File: src/sv/rhsv_pkg.sv
// Shared types and constants for the RGB to HSV converter.
`default_nettype none
package rhsv_pkg;

   localparam int unsigned CHAN_W     = 8;
   localparam int unsigned DIV_STEPS  = CHAN_W;   // one quotient bit per cell
   localparam int unsigned PROD_W     = 2 * CHAN_W;

   localparam logic [CHAN_W-1:0] HUE_OFFSET_RED   = 8'd0;
   localparam logic [CHAN_W-1:0] HUE_OFFSET_GREEN = 8'd85;
   localparam logic [CHAN_W-1:0] HUE_OFFSET_BLUE  = 8'd171;

   // One pipeline slot: two restoring dividers running side by side plus
   // the fields that ride along to the output stage.
   typedef struct packed {
      logic              valid;
      logic              gray;      // max equals min (includes black)
      logic [CHAN_W-1:0] sat_rem;
      logic [CHAN_W-1:0] sat_num;   // numerator bits not yet shifted in
      logic [CHAN_W-1:0] sat_den;
      logic [CHAN_W-1:0] sat_quo;
      logic [CHAN_W-1:0] hue_rem;
      logic [CHAN_W-1:0] hue_num;
      logic [CHAN_W-1:0] hue_den;
      logic [CHAN_W-1:0] hue_quo;
      logic              hue_neg;
      logic [CHAN_W-1:0] hue_offset;
      logic [CHAN_W-1:0] bright;
   } stage_type;

endpackage
`default_nettype wire

File: src/sv/rhsv_front.sv
// Front cell: max/min search, sector select and divider numerators.
`default_nettype none
module rhsv_front (
   input  wire logic                      clock,
   input  wire logic                      reset,
   input  wire logic                      advance,
   input  wire logic                      in_valid,
   input  wire logic [rhsv_pkg::CHAN_W-1:0] red,
   input  wire logic [rhsv_pkg::CHAN_W-1:0] green,
   input  wire logic [rhsv_pkg::CHAN_W-1:0] blue,
   output rhsv_pkg::stage_type            stage_out
);

   rhsv_pkg::stage_type stage_ff, stage_in;

   logic [rhsv_pkg::CHAN_W-1:0] mx, mn, span, mag;
   logic signed [rhsv_pkg::CHAN_W:0] diff;
   logic [rhsv_pkg::PROD_W-1:0] sat_prod, hue_prod, mag_wide;

   always_comb begin
      mx = red;
      if (green > mx) mx = green;
      if (blue > mx) mx = blue;
      mn = red;
      if (green < mn) mn = green;
      if (blue < mn) mn = blue;
      span = mx - mn;

      // sector priority on ties: red, then green, then blue
      priority if (mx == red) begin
         stage_in.hue_offset = rhsv_pkg::HUE_OFFSET_RED;
         diff = $signed({1'b0, green}) - $signed({1'b0, blue});
      end else if (mx == green) begin
         stage_in.hue_offset = rhsv_pkg::HUE_OFFSET_GREEN;
         diff = $signed({1'b0, blue}) - $signed({1'b0, red});
      end else begin
         stage_in.hue_offset = rhsv_pkg::HUE_OFFSET_BLUE;
         diff = $signed({1'b0, red}) - $signed({1'b0, green});
      end

      mag = diff[rhsv_pkg::CHAN_W] ? rhsv_pkg::CHAN_W'(-diff)
                                   : diff[rhsv_pkg::CHAN_W-1:0];
      mag_wide = rhsv_pkg::PROD_W'(mag);
      // 255*span and 43*|diff| by shift and add
      sat_prod = {span, {rhsv_pkg::CHAN_W{1'b0}}} - rhsv_pkg::PROD_W'(span);
      hue_prod = (mag_wide << 5) + (mag_wide << 3) + (mag_wide << 1) + mag_wide;

      stage_in.valid   = in_valid;
      stage_in.gray    = (span == '0);
      stage_in.sat_rem = sat_prod[rhsv_pkg::PROD_W-1:rhsv_pkg::CHAN_W];
      stage_in.sat_num = sat_prod[rhsv_pkg::CHAN_W-1:0];
      stage_in.sat_den = mx;
      stage_in.sat_quo = '0;
      stage_in.hue_rem = hue_prod[rhsv_pkg::PROD_W-1:rhsv_pkg::CHAN_W];
      stage_in.hue_num = hue_prod[rhsv_pkg::CHAN_W-1:0];
      stage_in.hue_den = span;
      stage_in.hue_quo = '0;
      stage_in.hue_neg = diff[rhsv_pkg::CHAN_W];
      stage_in.bright  = mx;
   end

   always_ff @(posedge clock) begin
      if (reset) begin
         stage_ff.valid <= 1'b0;
      end else if (advance) begin
         stage_ff <= stage_in;
      end
   end

   assign stage_out = stage_ff;

endmodule
`default_nettype wire

File: src/sv/rhsv_div_cell.sv
// Divider cell: one restoring step for both the saturation and hue quotients.
`default_nettype none
module rhsv_div_cell (
   input  wire logic         clock,
   input  wire logic         reset,
   input  wire logic         advance,
   input  wire rhsv_pkg::stage_type stage_in_port,
   output rhsv_pkg::stage_type stage_out
);

   rhsv_pkg::stage_type stage_ff, stage_in;

   logic [rhsv_pkg::CHAN_W:0] sat_t, sat_d, hue_t, hue_d;
   logic                      sat_ge, hue_ge;

   always_comb begin
      stage_in = stage_in_port;

      // remainder stays below the divisor, so the trial value fits 9 bits
      sat_t  = {stage_in_port.sat_rem, stage_in_port.sat_num[rhsv_pkg::CHAN_W-1]};
      sat_d  = sat_t - {1'b0, stage_in_port.sat_den};
      sat_ge = (sat_t >= {1'b0, stage_in_port.sat_den});
      stage_in.sat_rem = sat_ge ? sat_d[rhsv_pkg::CHAN_W-1:0]
                                : sat_t[rhsv_pkg::CHAN_W-1:0];
      stage_in.sat_num = {stage_in_port.sat_num[rhsv_pkg::CHAN_W-2:0], 1'b0};
      stage_in.sat_quo = {stage_in_port.sat_quo[rhsv_pkg::CHAN_W-2:0], sat_ge};

      hue_t  = {stage_in_port.hue_rem, stage_in_port.hue_num[rhsv_pkg::CHAN_W-1]};
      hue_d  = hue_t - {1'b0, stage_in_port.hue_den};
      hue_ge = (hue_t >= {1'b0, stage_in_port.hue_den});
      stage_in.hue_rem = hue_ge ? hue_d[rhsv_pkg::CHAN_W-1:0]
                                : hue_t[rhsv_pkg::CHAN_W-1:0];
      stage_in.hue_num = {stage_in_port.hue_num[rhsv_pkg::CHAN_W-2:0], 1'b0};
      stage_in.hue_quo = {stage_in_port.hue_quo[rhsv_pkg::CHAN_W-2:0], hue_ge};
   end

   always_ff @(posedge clock) begin
      if (reset) begin
         stage_ff.valid <= 1'b0;
      end else if (advance) begin
         stage_ff <= stage_in;
      end
   end

   assign stage_out = stage_ff;

endmodule
`default_nettype wire

File: src/sv/rgb_to_hsv_8bit.sv
// Top level of the pipelined 8-bit RGB to HSV converter.
//
// Usage:
//   req_ channel carries one pixel per transfer: red, green, blue in tdata.
//   rsp_ channel returns one HSV result per pixel, in order: hue,
//   saturation, brightness (the channel maximum) in tdata.
//   Throughput: one pixel per clock cycle, sustained while rsp_tready stays high.
//   Path: the front cell (max/min, sector, numerators) loads at the
//   req_ transfer edge, then the pixel passes eight divider cells that
//   each settle one quotient bit of both the saturation and the hue
//   divisions, and then the output register that applies sign, sector
//   offset and the gray/black overrides and drives rsp_tvalid.
//   The whole chain moves together. It advances whenever the output
//   register is empty or its result is taken in the same cycle, so
//   req_tready is high while rsp_tready is high or rsp_ holds no result.
//   When the receiver stalls with a result waiting, the chain freezes and
//   req_tready drops; pixels already inside are held, none are lost.
//   Reset clears every valid flag; the block keeps no other state and
//   accepts pixels in the first cycle after reset is released.
`default_nettype none
module rgb_to_hsv_8bit (
   input  wire logic        clock,
   input  wire logic        reset,
   // req_tdata: [7:0] red, [15:8] green, [23:16] blue
   input  wire logic [23:0] req_tdata,
   input  wire logic        req_tvalid,
   output logic             req_tready,
   // rsp_tdata: [7:0] hue, [15:8] saturation, [23:16] brightness
   output logic [23:0]      rsp_tdata,
   output logic             rsp_tvalid,
   input  wire logic        rsp_tready
);

   localparam int unsigned W = rhsv_pkg::CHAN_W;

   logic advance;
   rhsv_pkg::stage_type chain [rhsv_pkg::DIV_STEPS+1];
   logic [rhsv_pkg::DIV_STEPS:0] chain_valid;

   logic            rsp_valid_ff, rsp_valid_in;
   logic [3*W-1:0]  rsp_data_ff, rsp_data_in;
   logic [W-1:0]    hue_val;

   // whole chain steps when the output slot is free or being emptied
   assign advance    = rsp_tready || !rsp_valid_ff;
   assign req_tready = advance;

   rhsv_front u_front (
      .clock     (clock),
      .reset     (reset),
      .advance   (advance),
      .in_valid  (req_tvalid),
      .red       (req_tdata[W-1:0]),
      .green     (req_tdata[2*W-1:W]),
      .blue      (req_tdata[3*W-1:2*W]),
      .stage_out (chain[0])
   );

   for (genvar i = 0; i < rhsv_pkg::DIV_STEPS; i++) begin : g_cell
      rhsv_div_cell u_cell (
         .clock         (clock),
         .reset         (reset),
         .advance       (advance),
         .stage_in_port (chain[i]),
         .stage_out     (chain[i+1])
      );
   end

   for (genvar j = 0; j <= rhsv_pkg::DIV_STEPS; j++) begin : g_valid
      assign chain_valid[j] = chain[j].valid;
   end

   // output stage: signed quotient plus sector offset, wraps mod 256
   always_comb begin
      hue_val = chain[rhsv_pkg::DIV_STEPS].hue_neg
              ? chain[rhsv_pkg::DIV_STEPS].hue_offset - chain[rhsv_pkg::DIV_STEPS].hue_quo
              : chain[rhsv_pkg::DIV_STEPS].hue_offset + chain[rhsv_pkg::DIV_STEPS].hue_quo;
      rsp_valid_in = chain[rhsv_pkg::DIV_STEPS].valid;
      // gray or black: no hue, no saturation
      if (chain[rhsv_pkg::DIV_STEPS].gray) begin
         rsp_data_in = {chain[rhsv_pkg::DIV_STEPS].bright, {W{1'b0}}, {W{1'b0}}};
      end else begin
         rsp_data_in = {chain[rhsv_pkg::DIV_STEPS].bright,
                        chain[rhsv_pkg::DIV_STEPS].sat_quo, hue_val};
      end
   end

   always_ff @(posedge clock) begin
      if (reset) begin
         rsp_valid_ff <= 1'b0;
      end else if (advance) begin
         rsp_valid_ff <= rsp_valid_in;
         rsp_data_ff  <= rsp_data_in;
      end
   end

   assign rsp_tvalid = rsp_valid_ff;
   assign rsp_tdata  = rsp_data_ff;

   // chain holds every slot while the receiver stalls
   a_frozen_chain: assert property (@(posedge clock) disable iff (reset)
      !advance |=> $stable(chain_valid))
      else $error("pipeline valid flags moved during a stall");

   // zero saturation always means zero hue
   a_gray_hue: assert property (@(posedge clock) disable iff (reset)
      rsp_tvalid && (rsp_tdata[2*W-1:W] == '0) |-> (rsp_tdata[W-1:0] == '0))
      else $error("hue nonzero with zero saturation");

   // black pixel has zero saturation
   a_black_sat: assert property (@(posedge clock) disable iff (reset)
      rsp_tvalid && (rsp_tdata[3*W-1:2*W] == '0) |-> (rsp_tdata[2*W-1:W] == '0))
      else $error("saturation nonzero for black pixel");

   // reset empties the output slot
   a_reset_empty: assert property (@(posedge clock)
      reset |=> !rsp_tvalid)
      else $error("result valid right after reset");

endmodule
`default_nettype wire
File: config.mk
export PLATFORM = sky130hd
export DESIGN_NAME = rgb_to_hsv_8bit
export DESIGN_NICKNAME = d
export VERILOG_FILES = /design/src/sv/rhsv_pkg.sv /design/src/sv/rhsv_front.sv /design/src/sv/rhsv_div_cell.sv /design/src/sv/rgb_to_hsv_8bit.sv
export SDC_FILE = /design/constraint.sdc
export NUM_CORES = 1
export LEC_CHECK = 0
export BUFFER_PORTS_ARGS = -buffer_cell sky130_fd_sc_hd__buf_4
export CAP_MARGIN = 20
export CORE_MARGIN = 2
export CORE_UTILIZATION = 32
export DETAILED_ROUTE_END_ITERATION = 16
export SKIP_LAST_GASP = 1
export SYNTH_ARGS = -nofsm -noshare
export SYNTH_HDL_FRONTEND = slang
export SYNTH_SLANG_ARGS = --single-unit
File: constraint.sdc
create_clock -name clock -period 34.8 [get_ports clock]
set_input_delay 5.22 -clock clock [delete_from_list [all_inputs] [get_ports clock]]
set_output_delay 5.22 -clock clock [all_outputs]
set_load 0.02 [all_outputs]
==> results of run 1 <==
## layout make-up
class	count	area, um^2
inverters	238	893
flip-flops and latches	478	14300
clock inverters	38	492
multi-input cells	1264	9360
well taps	1030	1290
fillers	7270	48100
clock buffers	54	1240
repair buffers	57	453
## worst max-delay path: cells and delay by family
family	cells	cell delay, ns
adder cells (fa/ha/maj)	7	2.46
multiplexers	2	0.90
AND/OR/NAND/NOR	9	1.91
buffers and inverters	6	0.50
AO/OA/AOI/OAI	9	2.24
XOR/XNOR	2	0.44
## flip-flops by register name (all words and copies together) (netlist names)
signal and cells:
g_cell.u_cell.stage_out 401, rsp_tdata 24, rsp_tvalid 1, u_front.stage_out 52
## through the flow
stage / utilization / instance area (um^2)
after floorplan: - / 24600
after global placement: 0.345 / 26300
after detailed placement: 0.345 / 26300
after CTS: 0.368 / 28000
after global routing: 0.368 / 28000
final: 0.368 / 28000
## layer usage
layer | up-vias | global-route usage | wire (um)
met1 | 6807 | 0.126 | 18000
met3 | 82 | 0.0215 | 1750
met4 | 0 | 0.0361 | 1160
met5 | - | 0 | 0
li1 | 7344 | - | -
met2 | 211 | 0.197 | 21300
## path summary, 6_finish.rpt
kind	cells after the start	slack, ns	to
hold reg to reg	0	0.41	g_cell[5].u_cell.stage_out[19]$_DFFE_PP_
setup / recovery	35	21.41	u_front.stage_out[45]$_DFFE_PP_
hold / removal	0	0.41	g_cell[5].u_cell.stage_out[19]$_DFFE_PP_
setup reg to reg	14	31.27	g_cell[0].u_cell.stage_out[79]$_DFFE_PP_
## layout by cell type (no fill, tap or decap), types with 5 or more instances in the layout
cell type / n
a31oi_1: 6
nand2b_1: 52
clkinvlp_4: 7
and2_1: 32
o21ai_0: 171
nand4_1: 28
inv_1: 236
nand2_1: 131
clkinv_1: 8
ha_1: 201
nand3_1: 8
a21o_1: 38
o21a_1: 8
nor2_1: 113
o31ai_1: 29
a21oi_1: 94
dfxtp_1: 10
edfxtp_1: 468
nor3_1: 7
or4_1: 13
clkbuf_16: 49
xnor2_1: 61
bufinv_16: 10
nor2b_1: 61
fa_1: 25
clkinv_2: 8
nor4_1: 6
mux2i_1: 22
o21bai_1: 14
xor2_1: 66
o211a_1: 14
clkbuf_1: 5
buf_4: 55
## power by group
part	internal (mW)	switching, mW
Combinational	0.534	0.663
Sequential	0.888	0.0645
Clock	0.335	0.217
## cells in the mapped netlist, drive strengths merged, types with 4 or more instances
cell | n | area share
o21ai | 174 | 0.036
mux2i | 22 | 0.0089
and2 | 34 | 0.0088
inv | 236 | 0.036
a21oi | 95 | 0.019
xnor2 | 62 | 0.022
a31oi | 6 | 0.0015
buf | 4 | 0.0018
a21o | 38 | 0.012
o211a | 14 | 0.0057
nand2b | 53 | 0.014
a211oi | 5 | 0.0017
nor2b | 61 | 0.015
ha | 201 | 0.10
clkbuf | 22 | 0.0034
xor2 | 66 | 0.023
nor2 | 116 | 0.018
nand4 | 29 | 0.0076
nand3 | 8 | 0.0016
dfxtp | 10 | 0.0081
edfxtp | 468 | 0.57
o31ai | 30 | 0.0093
or3 | 4 | 0.0011
or4 | 13 | 0.0040
nor3 | 7 | 0.0014
and3 | 4 | 0.0013
nor4 | 8 | 0.0025
fa | 25 | 0.020
o21bai | 14 | 0.0043
nand2 | 131 | 0.020
o21a | 8 | 0.0024
## cell families (layout without fill, tap and decap cells)
family	after synthesis	in the layout	share of synthesized area
multiplexers	24	24	0.00986
AND/OR/NAND/NOR	480	480	0.0998
adder cells (fa/ha/maj)	226	226	0.122
AO/OA/AOI/OAI	405	405	0.102
other	1	1	0.000152
buffers and inverters	264	387	0.0415
XOR/XNOR	128	128	0.0458
flip-flops	478	478	0.579
==> flow_summary.json, run 1 <==
{
  "die-area_um2": 79200,
  "setup_ws_ns": 21.41,
  "worst_slew_pin_slew_ns": 1.08,
  "instances_no_fill": 3159,
  "syn_nets": 2260,
  "overflow": 0,
  "via_per_inst": 4.57,
  "timing.fmax_mhz": 74.7,
  "cellLeakagePower_nw": 11.3,
  "synth-seq-cells": 478,
  "syn-cell-area_um2": 24600,
  "final_antenna_net_count": 0,
  "h-tree-depth": 2,
  "drt_iter0_markers": 683,
  "max-clock-path-buffers": 3,
  "cts.sinks": 478,
  "finalSetupViolCount": 0,
  "ios": 54,
  "preCtsSetupSlack_ns": 20.82,
  "grt_pass1_wl_um": 70400,
  "holdCritPathClass": "register to register",
  "antenna_found_initial": 0,
  "fp.dieW_um": 281,
  "fp-row-count": 101,
  "cp-end-kind": "register",
  "cp_slowest_stage_delay_ns": 0.53,
  "worst-path-max-fanout": 19,
  "hp-start": "g_cell[4].u_cell.stage_out[18]$_DFFE_PP_",
  "fin_tns_setup_ns": 0,
  "vias": 14400,
  "slowest_stage": "mux2i_1",
  "finalWirelength_um": 42200,
  "portBuffers": 53,
  "core_area_um2": 76100,
  "hold_violations": 0,
  "maxSlewHeadroom": 0.279,
  "ir_drop_v": 0.0000839,
  "whs_ns": 0.412,
  "maxSlewViolCount": 0,
  "min_period_ns": 13.39,
  "synth_edf_count": 468,
  "root_buffer": "clkbuf_16",
  "worstReg2RegStart": "u_front.stage_out[58]$_DFFE_PP_",
  "postCtsSetupRepairBufs": 0,
  "initial_utilization": 0.324,
  "holdBufCountCts": 0,
  "areaGrowthSynthToFinish_pct": 13.6,
  "maxCapViolations": 0,
  "cts_tree": "yes",
  "synthDistinctLibCells": 78,
  "gr-usage-all-layers": 0.108,
  "rsz0062_at_grt": "false",
  "fin_total_pwr_mw": 2.70,
  "cts.repair.resized": 0,
  "cp-startpoint": "req_tdata[10]",
  "fin_skew_ns": 0.0156,
  "fin_nets": 2342,
  "syn_inst": 2006,
  "place_congestion": 0.847,
  "startpoint_type": "primary input",
  "cts_made_buffers": 49,
  "hpwlAfterDp_um": 31100,
  "p_per_area_nw_per_um2": 96.5,
  "period_share": 0.385,
  "path_clk_slew_ns": 0.06,
  "yosysSeqAreaShare": 0.579,
  "die_h_um": 281,
  "first_pass_iters": 4,
  "grt_max_degree": 203,
  "worstPathRequired_ns": 35.13,
  "routedWlPerCell_um": 13.4,
  "diodes": 0,
  "synthArstFlopShare": 0,
  "cp_data_arrival_time_ns": 13.72,
  "grt_pass1_vias": 14700,
  "syn_area_per_cell_um2": 12.3,
  "drive_gt1_frac": 0.0808,
  "yosysWarnings": 0,
  "status": "complete, no violations",
  "worst-setup-path-type": "primary input to register",
  "drcViolationCount": 0,
  "dominantRegCellSynth": "edfxtp_1",
  "placedCellCount": 3067,
  "clk_latency_ns": 0.58
}
Power figures use the tool's default switching activity.
==> run 2, diff against run 1 <==
==> constraint.sdc (replaced) <==
create_clock -name clock -period 13.7 [get_ports clock]
set_input_delay 2.055 -clock clock [delete_from_list [all_inputs] [get_ports clock]]
set_output_delay 2.055 -clock clock [all_outputs]
set_load 0.02 [all_outputs]
==> run 2 against run 1 <==
  * Hold slack worse by 0.0015 ns
  * First-iteration DRC count is 0.29% higher
  * Die area stayed put
  * Clock skew is 0.00056 ns lower
  * Flip-flop and latch count stayed put
  * Worst setup slack worse by 18 ns
  * Combinational power grew to 2.5 times the previous value
  * Wire length is 0.80% higher
  * Clock-buffer cell count is 6 higher
  * Register-to-register slack worse by 21 ns
==> flow_summary.json, run 2 (synthesis gave the netlist of run 1 again) <==
{
  "fin_skew_ns": 0.0151,
  "use_met1": 0.128,
  "min_period_ns": 10.32,
  "switching_share": 0.351,
  "routedWlPerCell_um": 13.5,
  "die-area_um2": 79200,
  "finalWirelength_um": 42500,
  "holdCritPathClass": "register to register",
  "drt_iter0_markers": 685,
  "cp-end-kind": "register",
  "fin_tns_setup_ns": 0,
  "fin_nets": 2343,
  "clk_latency_ns": 0.56,
  "gr-usage-all-layers": 0.108,
  "layout_commonest_cell": "edfxtp_1",
  "final_core_util": 0.366,
  "rsz0062_at_grt": "false",
  "root_buffer": "clkbuf_16",
  "slowest_stage": "mux2i_1",
  "p_per_area_nw_per_um2": 243,
  "grt_pass1_vias": 14600,
  "pwr-share-clk": 0.195,
  "grt_max_degree": 218,
  "drive_gt1_frac": 0.0771,
  "switchingPower_mw": 2.38,
  "worst_slew_pin_slew_ns": 1.09,
  "worst-path-max-fanout": 19,
  "cts_tree": "yes",
  "antenna_found_initial": 0,
  "drcViolationCount": 0,
  "period_share": 0.753,
  "fp.dieW_um": 281,
  "areaGrowthSynthToFinish_pct": 13.2,
  "cellLeakagePower_nw": 11.2,
  "hpwlAfterDp_um": 31400,
  "cts_made_buffers": 49,
  "finalSetupViolCount": 0,
  "grt.busiest_layer": "met2",
  "hold_violations": 0,
  "maxSlewViolCount": 0,
  "worst-setup-path-type": "primary input to register",
  "cts.sinks": 478,
  "initial_utilization": 0.324,
  "whs_ns": 0.410,
  "instances_no_fill": 3158,
  "via_per_inst": 4.58,
  "diodes": 0,
  "vias": 14500,
  "ios": 54,
  "die_h_um": 281,
  "path_clk_slew_ns": 0.06,
  "core_area_um2": 76100,
  "fin_total_pwr_mw": 6.79,
  "grt_pass1_wl_um": 70300,
  "cp_slowest_stage_delay_ns": 0.57,
  "maxCapViolations": 0,
  "portBuffers": 53,
  "combPwrFrac": 0.449,
  "h-tree-depth": 2,
  "ir_drop_v": 0.000197,
  "placedCellCount": 3068,
  "max-clock-path-buffers": 3,
  "postCtsSetupRepairBufs": 0,
  "p_int_mw": 4.40,
  "final_antenna_net_count": 0,
  "maxSlewHeadroom": 0.273,
  "gr-usage-met2": 0.199,
  "pwr-share-seq": 0.356,
  "timing.fmax_mhz": 96.9,
  "overflow": 0,
  "status": "complete, no violations",
  "holdBufCountCts": 0,
  "cts.repair.resized": 0,
  "startpoint_type": "primary input",
  "worstPathRequired_ns": 14.00,
  "largest_register_ffs": 401,
  "first_pass_iters": 5,
  "met3_usage": 0.0165,
  "fp-row-count": 101,
  "cp_data_arrival_time_ns": 10.63,
  "layout_common_cells": "edfxtp_1 (468), inv_1 (236), ha_1 (201), o21ai_0 (171), nand2_1 (131)",
  "place_congestion": 0.835
}
==> run 2: power groups by stage <==
stage                     combinational, mW  clock [mW]  sequential (mW)
after global routing                   3.49        1.42             2.46
after detailed placement               3.05           0             2.45
after CTS                              3.07        1.37             2.42
final                                  3.04        1.32             2.42
after floorplan                        2.44           0             2.41
after global placement                 2.96           0             2.44
==> run 2: final cells by class <==
class | instances | area [um^2]
clock buffer | 60 | 1270
multi-input combinational | 1264 | 9360
tap | 1030 | 1290
sequential | 478 | 14300
timing repair buffer | 58 | 448
inverter | 238 | 893
clock inverter | 30 | 359
fill | 7354 | 48200
==> run 2: final timing paths <==
kind                                       startpoint                                  endpoint  slack (ns)  cells after the start
min reg2reg  g_cell[2].u_cell.stage_out[70]$_DFFE_PP_  g_cell[3].u_cell.stage_out[71]$_DFFE_PP_        0.41                      0
max                                     req_tdata[14]           u_front.stage_out[45]$_DFFE_PP_        3.38                     34
max reg2reg                   rsp_tvalid$_SDFFE_PP0N_  g_cell[0].u_cell.stage_out[31]$_DFFE_PP_       10.14                      4
min          g_cell[2].u_cell.stage_out[70]$_DFFE_PP_  g_cell[3].u_cell.stage_out[71]$_DFFE_PP_        0.41                      0
==> run 2: critical path, delay by kind of cell <==
| kind | cells | cell delay (ns) |
|---|---|---|
| buffers and inverters | 6 | 0.53 |
| AND/OR/NAND/NOR | 6 | 1.59 |
| XOR/XNOR | 2 | 0.45 |
| AO/OA/AOI/OAI | 11 | 2.57 |
| multiplexers | 2 | 0.95 |
| adder cells (fa/ha/maj) | 7 | 2.46 |
==> run 2: metal layers <==
metal  up-vias  wire, um
li1       7338         -
met1      6851     18300
met2       206     21800
met3        72      1450
met4         0       937
met5         -         0
==> run 2: metrics by stage <==
step / area, um^2 / setup WS (ns)
finish: 27900 / 3.38
global route: 27900 / 2.62
global placement: 26200 / 3.02
detailed placement: 26200 / 2.81
CTS: 27900 / 3.39
floorplan: 24600 / 3.97
==> run 3, diff against run 2 <==
==> constraint.sdc (replaced) <==
create_clock -name clock -period 9.9 [get_ports clock]
set_input_delay 1.485 -clock clock [delete_from_list [all_inputs] [get_ports clock]]
set_output_delay 1.485 -clock clock [all_outputs]
set_load 0.02 [all_outputs]
==> run 3 against run 2 <==
  * Total power rose by 40%
  * Wire length rose by 1.4%
  * Final cell count rose by 0.16%
  * Sequential share of layout area fell by 0.23 points
  * Critical endpoint unchanged
  * Design area rose by 0.44%
  * Combinational power rose by 39%
==> flow_summary.json, run 3 (synthesis gave the netlist of run 1 again) <==
{
  "first_pass_iters": 6,
  "period_share": 0.921,
  "areaGrowthSynthToFinish_pct": 13.7,
  "maxSlewHeadroom": 0.356,
  "layout_commonest_cell": "edfxtp_1",
  "drcViolationCount": 0,
  "cts.sinks": 478,
  "startpoint_type": "primary input",
  "finalSetupViolCount": 0,
  "fp-row-count": 101,
  "whs_ns": 0.406,
  "h-tree-depth": 2,
  "routedWlPerCell_um": 13.6,
  "min_period_ns": 9.12,
  "die-area_um2": 79200,
  "portBuffers": 53,
  "die_h_um": 281,
  "drt_iter0_markers": 642,
  "maxCapViolations": 0,
  "fin_tns_setup_ns": 0,
  "holdBufCountCts": 0,
  "place_congestion": 0.830,
  "finalWirelength_um": 43100,
  "gr-usage-all-layers": 0.111,
  "rsz0062_at_grt": "false",
  "diodes": 0,
  "root_buffer": "clkbuf_16",
  "cts.repair.resized": 0,
  "fp.dieW_um": 281,
  "fin_skew_ns": 0.0198,
  "timing.fmax_mhz": 110,
  "path_clk_slew_ns": 0.06,
  "initial_utilization": 0.324,
  "cp-end-kind": "register",
  "hold_violations": 0,
  "final_antenna_net_count": 0,
  "clk_latency_ns": 0.58,
  "postCtsSetupRepairBufs": 0,
  "fin_nets": 2347,
  "fin_total_pwr_mw": 9.51,
  "maxSlewViolCount": 0,
  "largest_register_ffs": 401,
  "ir_drop_v": 0.000363,
  "cts_made_buffers": 49,
  "cts_tree": "yes",
  "cp_data_arrival_time_ns": 9.43,
  "status": "complete, no violations",
  "grt_max_degree": 174,
  "slowest_stage": "o21a_1",
  "grt_pass1_vias": 15000,
  "fillers": 7334,
  "cp_slowest_stage_delay_ns": 0.52,
  "worstPathRequired_ns": 10.22,
  "layout_common_cells": "edfxtp_1 (468), inv_1 (236), ha_1 (201), o21ai_0 (171), nand2_1 (131)",
  "antenna_found_initial": 0,
  "ios": 54,
  "p_per_area_nw_per_um2": 340,
  "via_per_inst": 4.60,
  "grt_pass1_wl_um": 71900,
  "worst-setup-path-type": "primary input to register",
  "cellLeakagePower_nw": 11.3,
  "vias": 14600,
  "max-clock-path-buffers": 3,
  "core_area_um2": 76100,
  "holdCritPathClass": "register to register",
  "worst_slew_pin_slew_ns": 0.964,
  "overflow": 0,
  "placedCellCount": 3072,
  "drive_gt1_frac": 0.0806,
  "instances_no_fill": 3163,
  "hpwlAfterDp_um": 32000,
  "worst-path-max-fanout": 16
}
-- run 3: changes by cell type in the layout (fill, tap and decap cells not counted), sizes merged --
cell	before	now
clkinvlp	2	4
bufinv	7	10
inv	238	237
buf	58	62
clkbuf	60	54
clkinv	21	24
-- run 3: metrics by stage --
step	instance area, um^2	worst slack, ns	utilization
after floorplan	24600	0.745	-
after global placement	26300	0.470	0.346
after detailed placement	26300	0.259	0.346
after CTS	28000	0.848	0.368
after global routing	28000	0.0181	0.368
final	28000	0.784	0.368
-- run 3: metal layers --
metal	track usage	vias to the layer above	part of all wire
li1	-	7352	-
met1	0.128	6878	0.43
met2	0.202	239	0.50
met3	0.0158	88	0.034
met4	0.0486	0	0.035
met5	0	-	0
-- run 3: final timing paths --
kind                                                                from                                  endpoint  slack [ns]  cells past startpoint
worst max-delay path                                       req_tdata[14]           u_front.stage_out[45]$_DFFE_PP_        0.78                     35
worst min-delay path            g_cell[4].u_cell.stage_out[38]$_DFFE_PP_  g_cell[5].u_cell.stage_out[39]$_DFFE_PP_        0.41                      0
worst max register to register           u_front.stage_out[58]$_DFFE_PP_  g_cell[0].u_cell.stage_out[79]$_DFFE_PP_        6.40                     14
worst min register to register  g_cell[4].u_cell.stage_out[38]$_DFFE_PP_  g_cell[5].u_cell.stage_out[39]$_DFFE_PP_        0.41                      0
-- run 3: critical path: cells and delay by family --
family / cells / cell delay [ns]
AO/OA/AOI/OAI: 11 / 2.41
XOR/XNOR: 2 / 0.32
AND/OR/NAND/NOR: 7 / 1.73
buffers and inverters: 7 / 0.85
multiplexers: 1 / 0.33
adder cells (fa/ha/maj): 7 / 2.30
-- run 3: layout make-up --
| type | instances | area (um^2) | area share |
|---|---|---|---|
| well taps | 1030 | 1290 | 0.0460 |
| clock buffers | 54 | 1240 | 0.0445 |
| repair buffers | 62 | 490 | 0.0175 |
| flip-flops and latches | 478 | 14300 | 0.509 |
| multi-input cells | 1264 | 9360 | 0.334 |
| inverters | 238 | 893 | 0.0319 |
| clock inverters | 37 | 463 | 0.0165 |
-- run 3: power breakdown --
group | leakage (nW) | switching (mW) | total [mW] | internal [mW]
registers | 4.66 | 0.239 | 3.36 | 3.12
clock network | 0.825 | 0.741 | 1.91 | 1.17
logic | 5.79 | 2.35 | 4.23 | 1.88
